$ cat src/design/segx_pkg.sv
// Shared widths, types and codes of the segment crossing unit.
// No dependencies; every design file but the macro header refers to it by scoped names.
package segx_pkg;

    localparam int COORD_BITS  = 16;
    localparam int FRAC_BITS   = 16;

    localparam int DX_W        = COORD_BITS + 1;
    localparam int PROD_W      = 2 * COORD_BITS;
    localparam int CR_W        = PROD_W + 1;
    localparam int PD_W        = 2 * DX_W;
    localparam int DEN_W       = PD_W + 1;
    localparam int NP_W        = CR_W + DX_W;
    localparam int NUM_W       = NP_W + 1;
    localparam int QUO_W       = COORD_BITS + FRAC_BITS;
    localparam int MAG_W       = NUM_W + FRAC_BITS;
    localparam int HI_W        = MAG_W - QUO_W;
    localparam int REM_W       = DEN_W + 1;
    localparam int PX_W        = QUO_W + 1;
    localparam int OUT_W       = 32;
    localparam int SAT_W       = (PX_W > OUT_W) ? PX_W : OUT_W + 1;
    localparam int IN_FIELDS   = 8;
    localparam int IN_TDATA_W  = ((IN_FIELDS * COORD_BITS + 7) / 8) * 8;
    localparam int OUT_TDATA_W = 2 * OUT_W;
    localparam int OUT_TUSER_W = 2;

    typedef enum logic [OUT_TUSER_W-1:0] {
        OUT_HIT      = 2'd0,
        OUT_MISS     = 2'd1,
        OUT_PARALLEL = 2'd2
    } outcome_t;

    typedef logic signed [COORD_BITS-1:0] coord_t;

    typedef struct packed {
        coord_t lo;
        coord_t hi;
    } span_t;

    // One axis of a word in flight through the divider.
    typedef struct packed {
        logic             zero;
        logic             neg;
        logic             ovf;
        logic [REM_W-1:0] rem;
        logic [QUO_W-1:0] qm;
        logic [DEN_W-1:0] dmag;
        span_t            span_a;
        span_t            span_b;
    } divw_t;

    typedef struct packed {
        outcome_t         outcome;
        logic [OUT_W-1:0] cross_y;
        logic [OUT_W-1:0] cross_x;
    } res_t;

endpackage

$ cat src/design/segx_back.sv
// Result stage: range fit, bounding-box test, saturation and the output
// register with its skid word. Uses segx_pkg.
module segx_back (
    input  logic            aclk,
    input  logic            aresetn,
    input  logic            x_valid,
    input  segx_pkg::divw_t x_word,
    input  logic            y_valid,
    input  segx_pkg::divw_t y_word,
    output logic            en,
    output logic            m_valid,
    input  logic            m_ready,
    output segx_pkg::res_t  m_res
);

    typedef struct packed {
        logic                       good;
        logic [segx_pkg::OUT_W-1:0] val;
    } axr_t;

    localparam logic [segx_pkg::QUO_W-1:0] QUO_LIM =
        {1'b1, {(segx_pkg::QUO_W-1){1'b0}}};
    localparam logic signed [segx_pkg::SAT_W-1:0] SAT_MAX =
        {{(segx_pkg::SAT_W-segx_pkg::OUT_W){1'b0}}, 1'b0, {(segx_pkg::OUT_W-1){1'b1}}};
    localparam logic signed [segx_pkg::SAT_W-1:0] SAT_MIN =
        {{(segx_pkg::SAT_W-segx_pkg::OUT_W){1'b1}}, 1'b1, {(segx_pkg::OUT_W-1){1'b0}}};

    function automatic logic signed [segx_pkg::PX_W-1:0] scale(segx_pkg::coord_t c);
        logic signed [segx_pkg::PX_W-1:0] e;
        e = segx_pkg::PX_W'(c);
        return e <<< segx_pkg::FRAC_BITS;
    endfunction

    function automatic axr_t eval(segx_pkg::divw_t w);
        axr_t                             r;
        logic                             fits;
        logic                             in_box;
        logic signed [segx_pkg::PX_W-1:0] mag;
        logic signed [segx_pkg::PX_W-1:0] px;
        logic signed [segx_pkg::SAT_W-1:0] pe;
        fits   = !w.ovf && (w.qm <= QUO_LIM);
        mag    = $signed({1'b0, w.qm});
        px     = w.neg ? -mag : mag;
        in_box = (px >= scale(w.span_a.lo)) && (px <= scale(w.span_a.hi)) &&
                 (px >= scale(w.span_b.lo)) && (px <= scale(w.span_b.hi));
        pe     = segx_pkg::SAT_W'(px);
        if (!fits) begin
            r.val = w.neg ? SAT_MIN[segx_pkg::OUT_W-1:0] : SAT_MAX[segx_pkg::OUT_W-1:0];
        end else if (pe > SAT_MAX) begin
            r.val = SAT_MAX[segx_pkg::OUT_W-1:0];
        end else if (pe < SAT_MIN) begin
            r.val = SAT_MIN[segx_pkg::OUT_W-1:0];
        end else begin
            r.val = pe[segx_pkg::OUT_W-1:0];
        end
        r.good = fits && in_box;
        return r;
    endfunction

    axr_t           ax, ay;
    segx_pkg::res_t res_next;
    logic           in_valid;

    logic           m_valid_reg, sk_valid_reg;
    segx_pkg::res_t m_res_reg, sk_res_reg;

    always_comb begin
        ax = eval(x_word);
        ay = eval(y_word);
        if (x_word.zero) begin
            res_next.outcome = segx_pkg::OUT_PARALLEL;
            res_next.cross_x = '0;
            res_next.cross_y = '0;
        end else begin
            res_next.outcome = (ax.good && ay.good) ? segx_pkg::OUT_HIT : segx_pkg::OUT_MISS;
            res_next.cross_x = ax.val;
            res_next.cross_y = ay.val;
        end
    end

    assign in_valid = x_valid && y_valid;
    assign en       = !sk_valid_reg;

    always_ff @(posedge aclk) begin
        if (!aresetn) begin
            m_valid_reg  <= 1'b0;
            sk_valid_reg <= 1'b0;
        end else if (m_ready || !m_valid_reg) begin
            m_valid_reg  <= sk_valid_reg || in_valid;
            sk_valid_reg <= 1'b0;
        end else if (in_valid && en) begin
            sk_valid_reg <= 1'b1;
        end
    end

    always_ff @(posedge aclk) begin
        if (m_ready || !m_valid_reg) begin
            m_res_reg <= sk_valid_reg ? sk_res_reg : res_next;
        end else if (in_valid && en) begin
            sk_res_reg <= res_next;
        end
    end

    assign m_valid = m_valid_reg;
    assign m_res   = m_res_reg;

endmodule

$ cat config.mk
export PLATFORM = sky130hd
export DESIGN_NAME = segx_back
export DESIGN_NICKNAME = d
export VERILOG_FILES = /design/src/design/segx_pkg.sv /design/src/design/segx_back.sv
export SDC_FILE = /design/constraint.sdc
export NUM_CORES = 1
export LEC_CHECK = 0
export BUFFER_PORTS_ARGS = -buffer_cell sky130_fd_sc_hd__buf_2
export CAP_MARGIN = 0
export CORE_MARGIN = 2
export CORE_UTILIZATION = 45
export CTS_CLUSTER_SIZE = 30
export DETAILED_ROUTE_END_ITERATION = 6
export PLACE_DENSITY_LB_ADDON = 0.25
export SYNTH_ARGS = -nofsm -noshare
export SYNTH_HDL_FRONTEND = slang
export SYNTH_SLANG_ARGS = --single-unit
$ cat constraint.sdc
create_clock -name aclk -period 10.35 [get_ports aclk]
set_input_delay 0 -clock aclk [delete_from_list [all_inputs] [get_ports aclk]]
set_output_delay 0 -clock aclk [all_outputs]
set_load 0.05 [all_outputs]
==> out/qor.csv, run 1 <==
metric;value;unit
setup bufs post-CTS;0;
total track usage;24.4;%
initial antenna violation count;4;
first drt pass iteration count;5;
Yosys top cell by area;edfxtp_1;
Min-Delay Endpoint;sk_res_reg[0];
Post-Synth Simple-Gate Area;15.3;%
H-Tree Depth;4;
setup ws final;5.73;ns
total number of vias;9751;
cell area after synthesis;11000;um^2
final standard cell area without fillers;13200;um^2
Core Util, Final;54.8;%
post-synthesis compound-gate area fraction;17.1;%
Rel. slew slack;23.5;%
final slew viol count;0;
Unique masters post-synth;64;
Reg2Reg Launch Point;m_valid;
DR WL met2;14700;um
register area share after synthesis;36.4;%
Post-synth EDFFs;132;
area fraction of the dominant cell type after synthesis;36.1;%
clk buf depth;2;
leakage power;6.15;nW
Final Cycle Share;44.7;%
largest net degree at the start of global routing;70;
xor and xnor area share after synthesis;4.46;%
WL met3;1700;um
layout cells sized above 1;24.8;%
GPL Wtd Cong;0.917;
Worst Path Required;10.49;ns
Fin. Hold Viols;0;
CP Launch Type;input pin;
Synth Area in Adders;15.9;%
main area contributors after synthesis;edfxtp_1 (36%), ha_1 (16%), inv_1 (4.8%);
residual DRC count;0;
initial drt markers;662;
CTS Sinks;134;
IR drop worst, VDD;102;uV
FF+latch count, synth;134;
YS warnings;0;
worst path arrival time;4.76;ns
post-DP HPWL;24800;um
final setup fails;0;
Post-synth ARST share;0;%
largest family of logic cells by synthesized area;compound AO/OA/AOI/OAI gates;
P&R area growth vs syn;20.5;%
Pwr Density;131;nW/um^2
TritonCTS Buffers;17;
Setup WS pre-CTS;5.34;ns
Hold Path Origin;x_word[99];
minimum clock period;4.62;ns
mux contribution to synthesized area;3.87;%
Worst Reg-to-Reg Cells;3;
most common cell after layout, fill and taps aside;buf_2;
status;finished clean;
final WL;31700;um
FF-to-FF End;sk_res_reg[41];
top_reg_cell synth;edfxtp_1;
die span in x;160;um
pin slew with the least headroom to its limit;1.14;ns
FMAX;216;MHz
RSZ-0062 raised after global routing;no;
GR Overflow Total;0;
WL met1;14700;um
R2R setup slack;8.00;ns
CTS tree;done;
# Max-Cap Violations;0;
wire length of the first global-routing pass;49300;um
dpl cells;1741;
most frequent cells in the layout;buf_2 (269), inv_1 (141), ha_1 (140);
dpl cell area;12600;um^2
hold crit path type;in2reg;
Max Used Layer;met5;
Cell Count, Final, Fillers Out;1779;
Root Buffer;clkbuf_16;
Clk Latency, worst-skew pair;0.41;ns
die footprint;25700;um^2
setup TNS;0;ns
count of antenna-violating nets left after detailed routing;0;
Clock transition at path regs;0.06;ns
nets;1926;
# port buffers;269;
Setup Skew;0.00765;ns
hold path cells;3;
Via density;5.48;
core area;24200;um^2
Initial Utilization;45.5;%
Crit Path Category;in2reg;
CP Max Fanout;7;
Core Rows;57;
vias in the first global route;9497;
Synthesized Nets;1673;
syn_area_per_cell;9.25;um^2
Die H;160;um
io pins;413;
WL per Instance;17.8;um
Post-Synthesis Cells;1188;
Setup crit end kind;flip-flop;
-- Yosys cell counts (all sizes together) (13+ instances only) --
| cell type | count |
|---|---|
| inv | 141 |
| ha | 140 |
| edfxtp | 132 |
| nand2 | 102 |
| nor2 | 95 |
| a21oi | 93 |
| o31ai | 50 |
| o21ai | 43 |
| xnor2 | 39 |
| clkbuf | 33 |
| mux2 | 33 |
| nand4 | 29 |
| a21o | 24 |
| nor3 | 21 |
| nand3 | 19 |
| o21a | 18 |
| xor2 | 17 |
| buf | 15 |
| nor4 | 13 |
-- stage by stage --
stage	power, mW	hold slack, ns
after floorplan	0.987	0.0989
after global placement	1.14	0.266
after detailed placement	1.15	0.271
after CTS	1.74	0.0537
after global routing	1.82	0.106
final	1.74	0.0760
-- cell families (layout without fill, tap and decap cells) --
kind of cell | after synthesis | in the layout
muxes | 38 | 38
buffers and inverters | 191 | 457
AOI/OAI and AO/OA | 290 | 290
xor gates and xnor gates | 56 | 56
adders and majority gates | 140 | 140
other | 0 | 1
and+or+nand+nor | 339 | 339
DFF | 134 | 134
-- power breakdown --
part	switching, mW	internal (mW)	total, mW
combinational	0.330	0.174	0.503
clock	0.234	0.359	0.593
sequential	0.00914	0.630	0.639
-- metal layers --
layer	GRT usage [%]	vias to the layer above
li1	-	4844
met1	33.4	4504
met2	40.4	352
met3	3.38	45
met4	6.96	6
met5	0	-
-- critical path, stage by stage --
cell       delay [ns]
buf_2            0.16
inv_1            0.11
ha_1             0.24
nor2b_1          0.32
nand4_1          0.26
or2_2            0.42
o41ai_1          0.39
xnor2_1          0.42
ha_1             0.38
a21o_1           0.18
a2111oi_0        0.39
o21ai_0          0.14
o32ai_1          0.41
a41oi_1          0.12
nor4_1           0.30
nand4_1          0.14
nor4_2           0.25
o31ai_1          0.10
-- layout make-up --
type                       count  area (um^2)
antenna                        1         2.50
clock buffer                  19          433
clock inverter                13          148
fill                        2205        10900
inverter                     143          537
multi-input combinational    863         6260
sequential                   134         4010
tap                          324          405
timing repair buffer         282         1460
-- worst max path at each step --
stage | end | start | slack (ns)
finish | m_res[64] | x_word[99] | 5.73
CTS | m_res[64] | x_word[99] | 5.72
global placement | m_res[64] | y_word[99] | 5.38
global route | m_res[64] | x_word[99] | 5.27
detailed placement | m_res[64] | x_word[99] | 5.34
floorplan | sk_res_reg[0] | m_valid | 2.72
-- timing repair --
item,4_1_cts,5_1_grt
resized for setup,0,0
endpoints found under the hold margin,7,0
hold buffers,5,0
Power figures use the tool's default switching activity.
==> run 2, diff against run 1 <==
==> constraint.sdc (replaced) <==
create_clock -name aclk -period 3.8 [get_ports aclk]
set_input_delay 0 -clock aclk [delete_from_list [all_inputs] [get_ports aclk]]
set_output_delay 0 -clock aclk [all_outputs]
set_load 0.05 [all_outputs]
==> run 2 against run 1 <==
Sequential cell count unchanged. Worst hold slack better by 0.062 ns. Critical path depth decreased by 1. Die area unchanged. Combinational power increased to 3.2 times the previous value. Clock power increased to 2.7 times the previous value. Register-to-register slack got worse by 6.4 ns.
==> out/qor.csv, run 2 (same netlist as run 1, synthesis figures left out) <==
metric;value;unit;change
vias in the first global route;10259;;+8.0%
io pins;413;;unchanged
Pwr Density;331;nW/um^2;+150%
setup ws final;0.00857;ns;-5.72 ns
Core Rows;57;;unchanged
GR Overflow Total;0;;unchanged
Rel. slew slack;36.8;%;+13 points
CTS tree;done;;
critical path cell sequence;buf_6 -> or4_4 -> nor4_4 -> buf_4 -> nand3_4 -> o41ai_4 -> xnor2_2 -> ha_1 -> a21oi_2 -> nand2_1 -> a211o_1 -> nor3_2 -> o22ai_2 -> a2111oi_4 -> nand4_1 -> nor4_4 -> o31ai_1;;
count of antenna-violating nets left after detailed routing;0;;unchanged
worst path arrival time;3.94;ns;-0.82 ns
Via density;5.43;;-0.97%
Setup WS pre-CTS;-0.484;ns;-5.82 ns
Cell Int Power;3.26;mW;+180%
RSZ-0062 raised after global routing;yes;;
Clk network pwr share;32.2;%;-2.0 points
wire length of the first global-routing pass;54200;um;+9.9%
CP peak stage delay;0.55;ns;+0.13 ns
Clock transition at path regs;0.06;ns;about the same
hold crit path type;in2reg;;
Root Buffer;clkbuf_16;;
Final Cycle Share;99.8;%;
# Max-Cap Violations;0;;unchanged
total number of vias;10487;;+7.5%
Core Util, Final;61.7;%;+6.9 points
die footprint;25700;um^2;unchanged
CP Launch Type;input pin;;
Comb power frac;32.4;%;+3.4 points
CP Max Fanout;4;;-3
Crit Path Category;in2reg;;
IR drop worst, VDD;262;uV;+160%
first drt pass iteration count;7;;+2
switch share;34.0;%;+1.0 points
Setup Skew;0.00893;ns;+0.00128 ns
Slowest-stage cell, CP;or4_4;;
CTS Sinks;134;;unchanged
Die H;160;um;unchanged
Setup crit end kind;flip-flop;;
NetSw;1.68;mW;+190%
layout cells sized above 1;35.4;%;+11 points
total power;4.94;mW;+180%
setup TNS;0;ns;unchanged
TritonCTS Buffers;17;;unchanged
Initial Utilization;45.5;%;unchanged
sequential share of power;35.4;%;-1.4 points
final WL;35000;um;+10%
die span in x;160;um;unchanged
total track usage;26.8;%;+2.4 points
# port buffers;269;;unchanged
pin slew with the least headroom to its limit;0.948;ns;-0.196 ns
final slew viol count;0;;unchanged
largest net degree at the start of global routing;70;;unchanged
minimum clock period;3.79;ns;
WL per Instance;18.1;um;+1.7%
leakage power;7.09;nW;+15%
residual DRC count;0;;unchanged
final setup fails;0;;unchanged
initial drt markers;665;;+0.45%
most common cell after layout, fill and taps aside;buf_2;;
initial antenna violation count;2;;-2
status;finished clean;;
core area;24200;um^2;unchanged
Fin. Hold Viols;0;;unchanged
most frequent cells in the layout;buf_2 (265), buf_4 (159), inv_1 (138);;
CP top delay family;simple AND/OR/NAND/NOR gates;;
nets;2079;;+7.9%
Worst Path Required;3.94;ns;-6.55 ns
P&R area growth vs syn;35.7;%;
Clk Latency, worst-skew pair;0.42;ns;about the same
dpl cells;1886;;+8.3%
most used cell, CP;nor4_4;;
post-DP HPWL;27600;um;+11%
GPL Wtd Cong;0.932;;+1.6%
Buf/Inv on CP;2;;unchanged
FMAX;264;MHz;
clk buf depth;2;;unchanged
H-Tree Depth;4;;unchanged
Cell Count, Final, Fillers Out;1932;;+8.6%
==> run 2: changes by cell type in the layout (fill, tap and decap cells not counted), sizes merged <==
cell and change:
clkbuf -1, clkinv +1, bufinv -1, buf +153, inv +1
==> run 2: what timing repair did <==
action                                  in CTS  in global routing
gates cloned                                 0                  0
buffers inserted                             0                  8
resized for setup                            1                 82
pin swaps                                    0                 37
endpoints found under the setup margin       2                  2
hold endpoints to repair                     4                  0
hold buffers                                 5                  0
==> run 2: stage by stage <==
stage | instance area (um^2) | hold slack, ns
finish | 14900 | 0.138
global route | 14900 | 0.149
CTS | 14400 | 0.118
detailed placement | 13800 | 0.275
global placement | 13800 | 0.272
floorplan | 11000 | 0.0989
==> run 2: layer usage <==
layer | share of wire, % | track usage [%]
met2 | 49 | 45.9
met4 | 2.7 | 8.27
met1 | 43 | 35.3
met3 | 5.3 | 3.40
met5 | 0.037 | 0
==> run 2: tightest hold or removal path: cells and delay by family <==
kind | cells | cell delay (ns)
buffers and inverters | 2 | 0.23
AOI/OAI and AO/OA | 1 | 0.11
and+or+nand+nor | 1 | 0.10
==> run 2: power groups by stage <==
stage,Combinational (mW),Sequential (mW),Clock (mW)
3_3_place_gp,1.49,1.78,0
2_1_floorplan,0.676,2.02,0
6_report,1.60,1.75,1.59
5_1_grt,1.75,1.75,1.68
4_1_cts,1.52,1.75,1.61
3_5_place_dp,1.51,1.78,0
==> run 2: path summary, 6_finish.rpt <==
check | start | end | slack [ns] | cells after the start
max | y_word[116] | m_res[64] | 0.009 | 17
max reg2reg | sk_valid_reg | m_res[0] | 1.60 | 3
min | y_word[111] | sk_res_reg[44] | 0.14 | 4
min reg2reg | sk_res_reg[54] | m_res[54] | 0.52 | 2
==> run 2: cell type report <==
class                           instances  area, um^2
Antenna cell                            1        2.50
Clock buffer                           18         429
Clock inverter                         14         140
Fill cell                            2106        9260
Inverter                              143         544
Multi-Input combinational cell        863        6740
Sequential cell                       134        4010
Tap cell                              324         405
Timing Repair Buffer                  435        2650
==> run 3, diff against run 2 <==
--- a/config.mk
+++ b/config.mk
@@ -12,6 +12,8 @@
 export CTS_CLUSTER_SIZE = 30
 export DETAILED_ROUTE_END_ITERATION = 6
 export PLACE_DENSITY_LB_ADDON = 0.25
+export REMOVE_ABC_BUFFERS = 1
+export SLEW_MARGIN = 0
 export SYNTH_ARGS = -nofsm -noshare
 export SYNTH_HDL_FRONTEND = slang
 export SYNTH_SLANG_ARGS = --single-unit
==> run 3 against run 2 <==
Utilization down 0.75 points. Die area stayed put. Non-clock buffer count grew 14. Sequential share of layout area rose by 0.33 points. Combinational power barely moved. Sequential cell count did not move. Sequential power is essentially flat. Worst hold slack got worse by 0.048 ns. Via count rose by 0.78%. Worst setup slack gained 0.22 ns. Highest routed layer is now met4.
==> out/qor.csv, run 3 (same netlist as run 1, synthesis figures left out) <==
metric;value;unit;change
TritonCTS Buffers;17;;unchanged
CP Launch Type;input pin;;
total track usage;26.6;%;-0.15 points
Setup Skew;0.00835;ns;-0.000586 ns
CTS Sinks;134;;unchanged
layout cells sized above 1;34.3;%;-1.1 points
Via density;5.44;;+0.16%
FMAX;280;MHz;+6.3%
Fin. Hold Viols;0;;unchanged
Core Rows;57;;unchanged
Core Util, Final;61.0;%;-0.75 points
most used cell, CP;buf_4;;
final slew viol count;0;;unchanged
CP peak stage delay;0.55;ns;about the same
status;finished clean;;
Die H;160;um;unchanged
WL per Instance;18.0;um;-0.72%
initial drt markers;731;;+9.9%
most common cell after layout, fill and taps aside;buf_2;;
post-DP HPWL;27400;um;-0.87%
critical path cell sequence;buf_2 -> or4_4 -> nor4_4 -> buf_4 -> nand3_2 -> buf_4 -> o31ai_2 -> xnor2_1 -> ha_1 -> and3_1 -> nand2_1 -> or4_1 -> a2111oi_2 -> nand4_1 -> nor4_2 -> o31ai_1;;
die span in x;160;um;unchanged
vias in the first global route;10149;;-1.1%
count of antenna-violating nets left after detailed routing;0;;unchanged
IR drop worst, VDD;300;uV;+15%
final WL;35000;um;-0.10%
Reg2Reg Launch Point;m_valid;;
CP Capture Point;m_res[64];;
n_diodes;0;;-1
hold path cells;3;;-1
Min Hold Slack;0.0907;ns;-0.0477 ns
Rel. slew slack;38.4;%;+1.6 points
wire length of the first global-routing pass;53300;um;-1.7%
core area;24200;um^2;unchanged
H-Tree Depth;4;;unchanged
initial antenna violation count;1;;-1
Slowest-stage cell, CP;or4_4;;
dpl cells;1900;;+0.74%
largest net degree at the start of global routing;69;;-1.4%
die footprint;25700;um^2;unchanged
Crit Path Category;in2reg;;
minimum clock period;3.57;ns;-0.224 ns
first drt pass iteration count;5;;-2
hold crit path type;in2reg;;
Clock transition at path regs;0.06;ns;about the same
Setup WS pre-CTS;-0.439;ns;+0.0448 ns
total number of vias;10569;;+0.78%
most frequent cells in the layout;buf_2 (269), buf_4 (175), inv_1 (141);;
Setup crit end kind;flip-flop;;
Worst Path Required;3.94;ns;about the same
FF-to-FF End;m_valid;;
leakage power;7.04;nW;-0.72%
nets;2093;;+0.67%
Initial Utilization;45.5;%;unchanged
CP startpoint;y_word[119];;
setup ws final;0.233;ns;+0.224 ns
P&R area growth vs syn;34.1;%;
Worst Reg-to-Reg Cells;4;;+1
final setup fails;0;;unchanged
Pwr Density;338;nW/um^2;+2.1%
residual DRC count;0;;unchanged
GR Overflow Total;0;;unchanged
CP Max Fanout;4;;unchanged
# Max-Cap Violations;0;;unchanged
pin slew with the least headroom to its limit;0.923;ns;-0.0243 ns
Root Buffer;clkbuf_16;;
clk buf depth;2;;unchanged
io pins;413;;unchanged
worst path arrival time;3.71;ns;-0.23 ns
# port buffers;269;;unchanged
Final Cycle Share;93.9;%;-5.9 points
R2R setup slack;1.72;ns;+0.12 ns
Cell Count, Final, Fillers Out;1944;;+0.62%
GPL Wtd Cong;1.00;;+7.3%
Clk Latency, worst-skew pair;0.42;ns;about the same
CTS tree;done;;
==> run 3: final cells by class <==
class / instances / area (um^2)
multi-input combinational: 863 / 6490
inverter: 143 / 537
sequential: 134 / 4010
fill: 2099 / 9440
clock buffer: 19 / 433
timing repair buffer: 449 / 2710
clock inverter: 12 / 154
tap: 324 / 405
==> run 3: how the worst min path moves through the flow <==
stage | slack (ns) | end | start
6_report | 0.09 | sk_res_reg[26] | x_word[167]
5_1_grt | 0.09 | sk_res_reg[28] | x_word[167]
4_1_cts | 0.06 | sk_res_reg[28] | x_word[167]
3_5_place_dp | 0.27 | m_valid | aresetn
3_3_place_gp | 0.27 | m_valid | aresetn
2_1_floorplan | 0.1 | sk_res_reg[65] | x_word[169]
==> run 3: timing repair <==
action                                  CTS  global route
gates resized for setup                   0            40
hold buffers                              5             0
endpoints found under the setup margin    1             2
endpoints found under the hold margin     4             0
buffers inserted                          2             6
pin swaps                                 1            14
==> run 3: per-layer routing <==
metal	up-vias	track usage (%)	wire length (um)
met5	-	0	0
met4	0	11.4	1320
met3	80	3.61	2300
met2	428	41.4	15500
met1	4872	37.3	15900
li1	5189	-	-
==> run 3: metrics by stage <==
step / power (mW) / cell area (um^2) / setup TNS, ns
after detailed placement: 3.29 / 13800 / -0.816
after floorplan: 2.66 / 10800 / -252.75
after global routing: 5.21 / 14700 / -0.0803
after global placement: 3.26 / 13800 / -0.562
final: 4.98 / 14700 / 0
after CTS: 4.95 / 14500 / 0
==> run 3: worst max-delay path: cells and delay by family <==
family / cells / cell delay (ns)
compound gates: 3 / 0.71
xor+xnor: 1 / 0.14
fa+ha+maj: 1 / 0.28
buf+inv: 3 / 0.44
simple gates: 8 / 2.12
==> run 3: where the power goes <==
| part | internal, mW | leakage, nW | switching [mW] |
|---|---|---|---|
| Sequential | 1.72 | 1.36 | 0.0223 |
| Combinational | 0.617 | 5.40 | 0.974 |
| Clock | 1.03 | 0.281 | 0.626 |
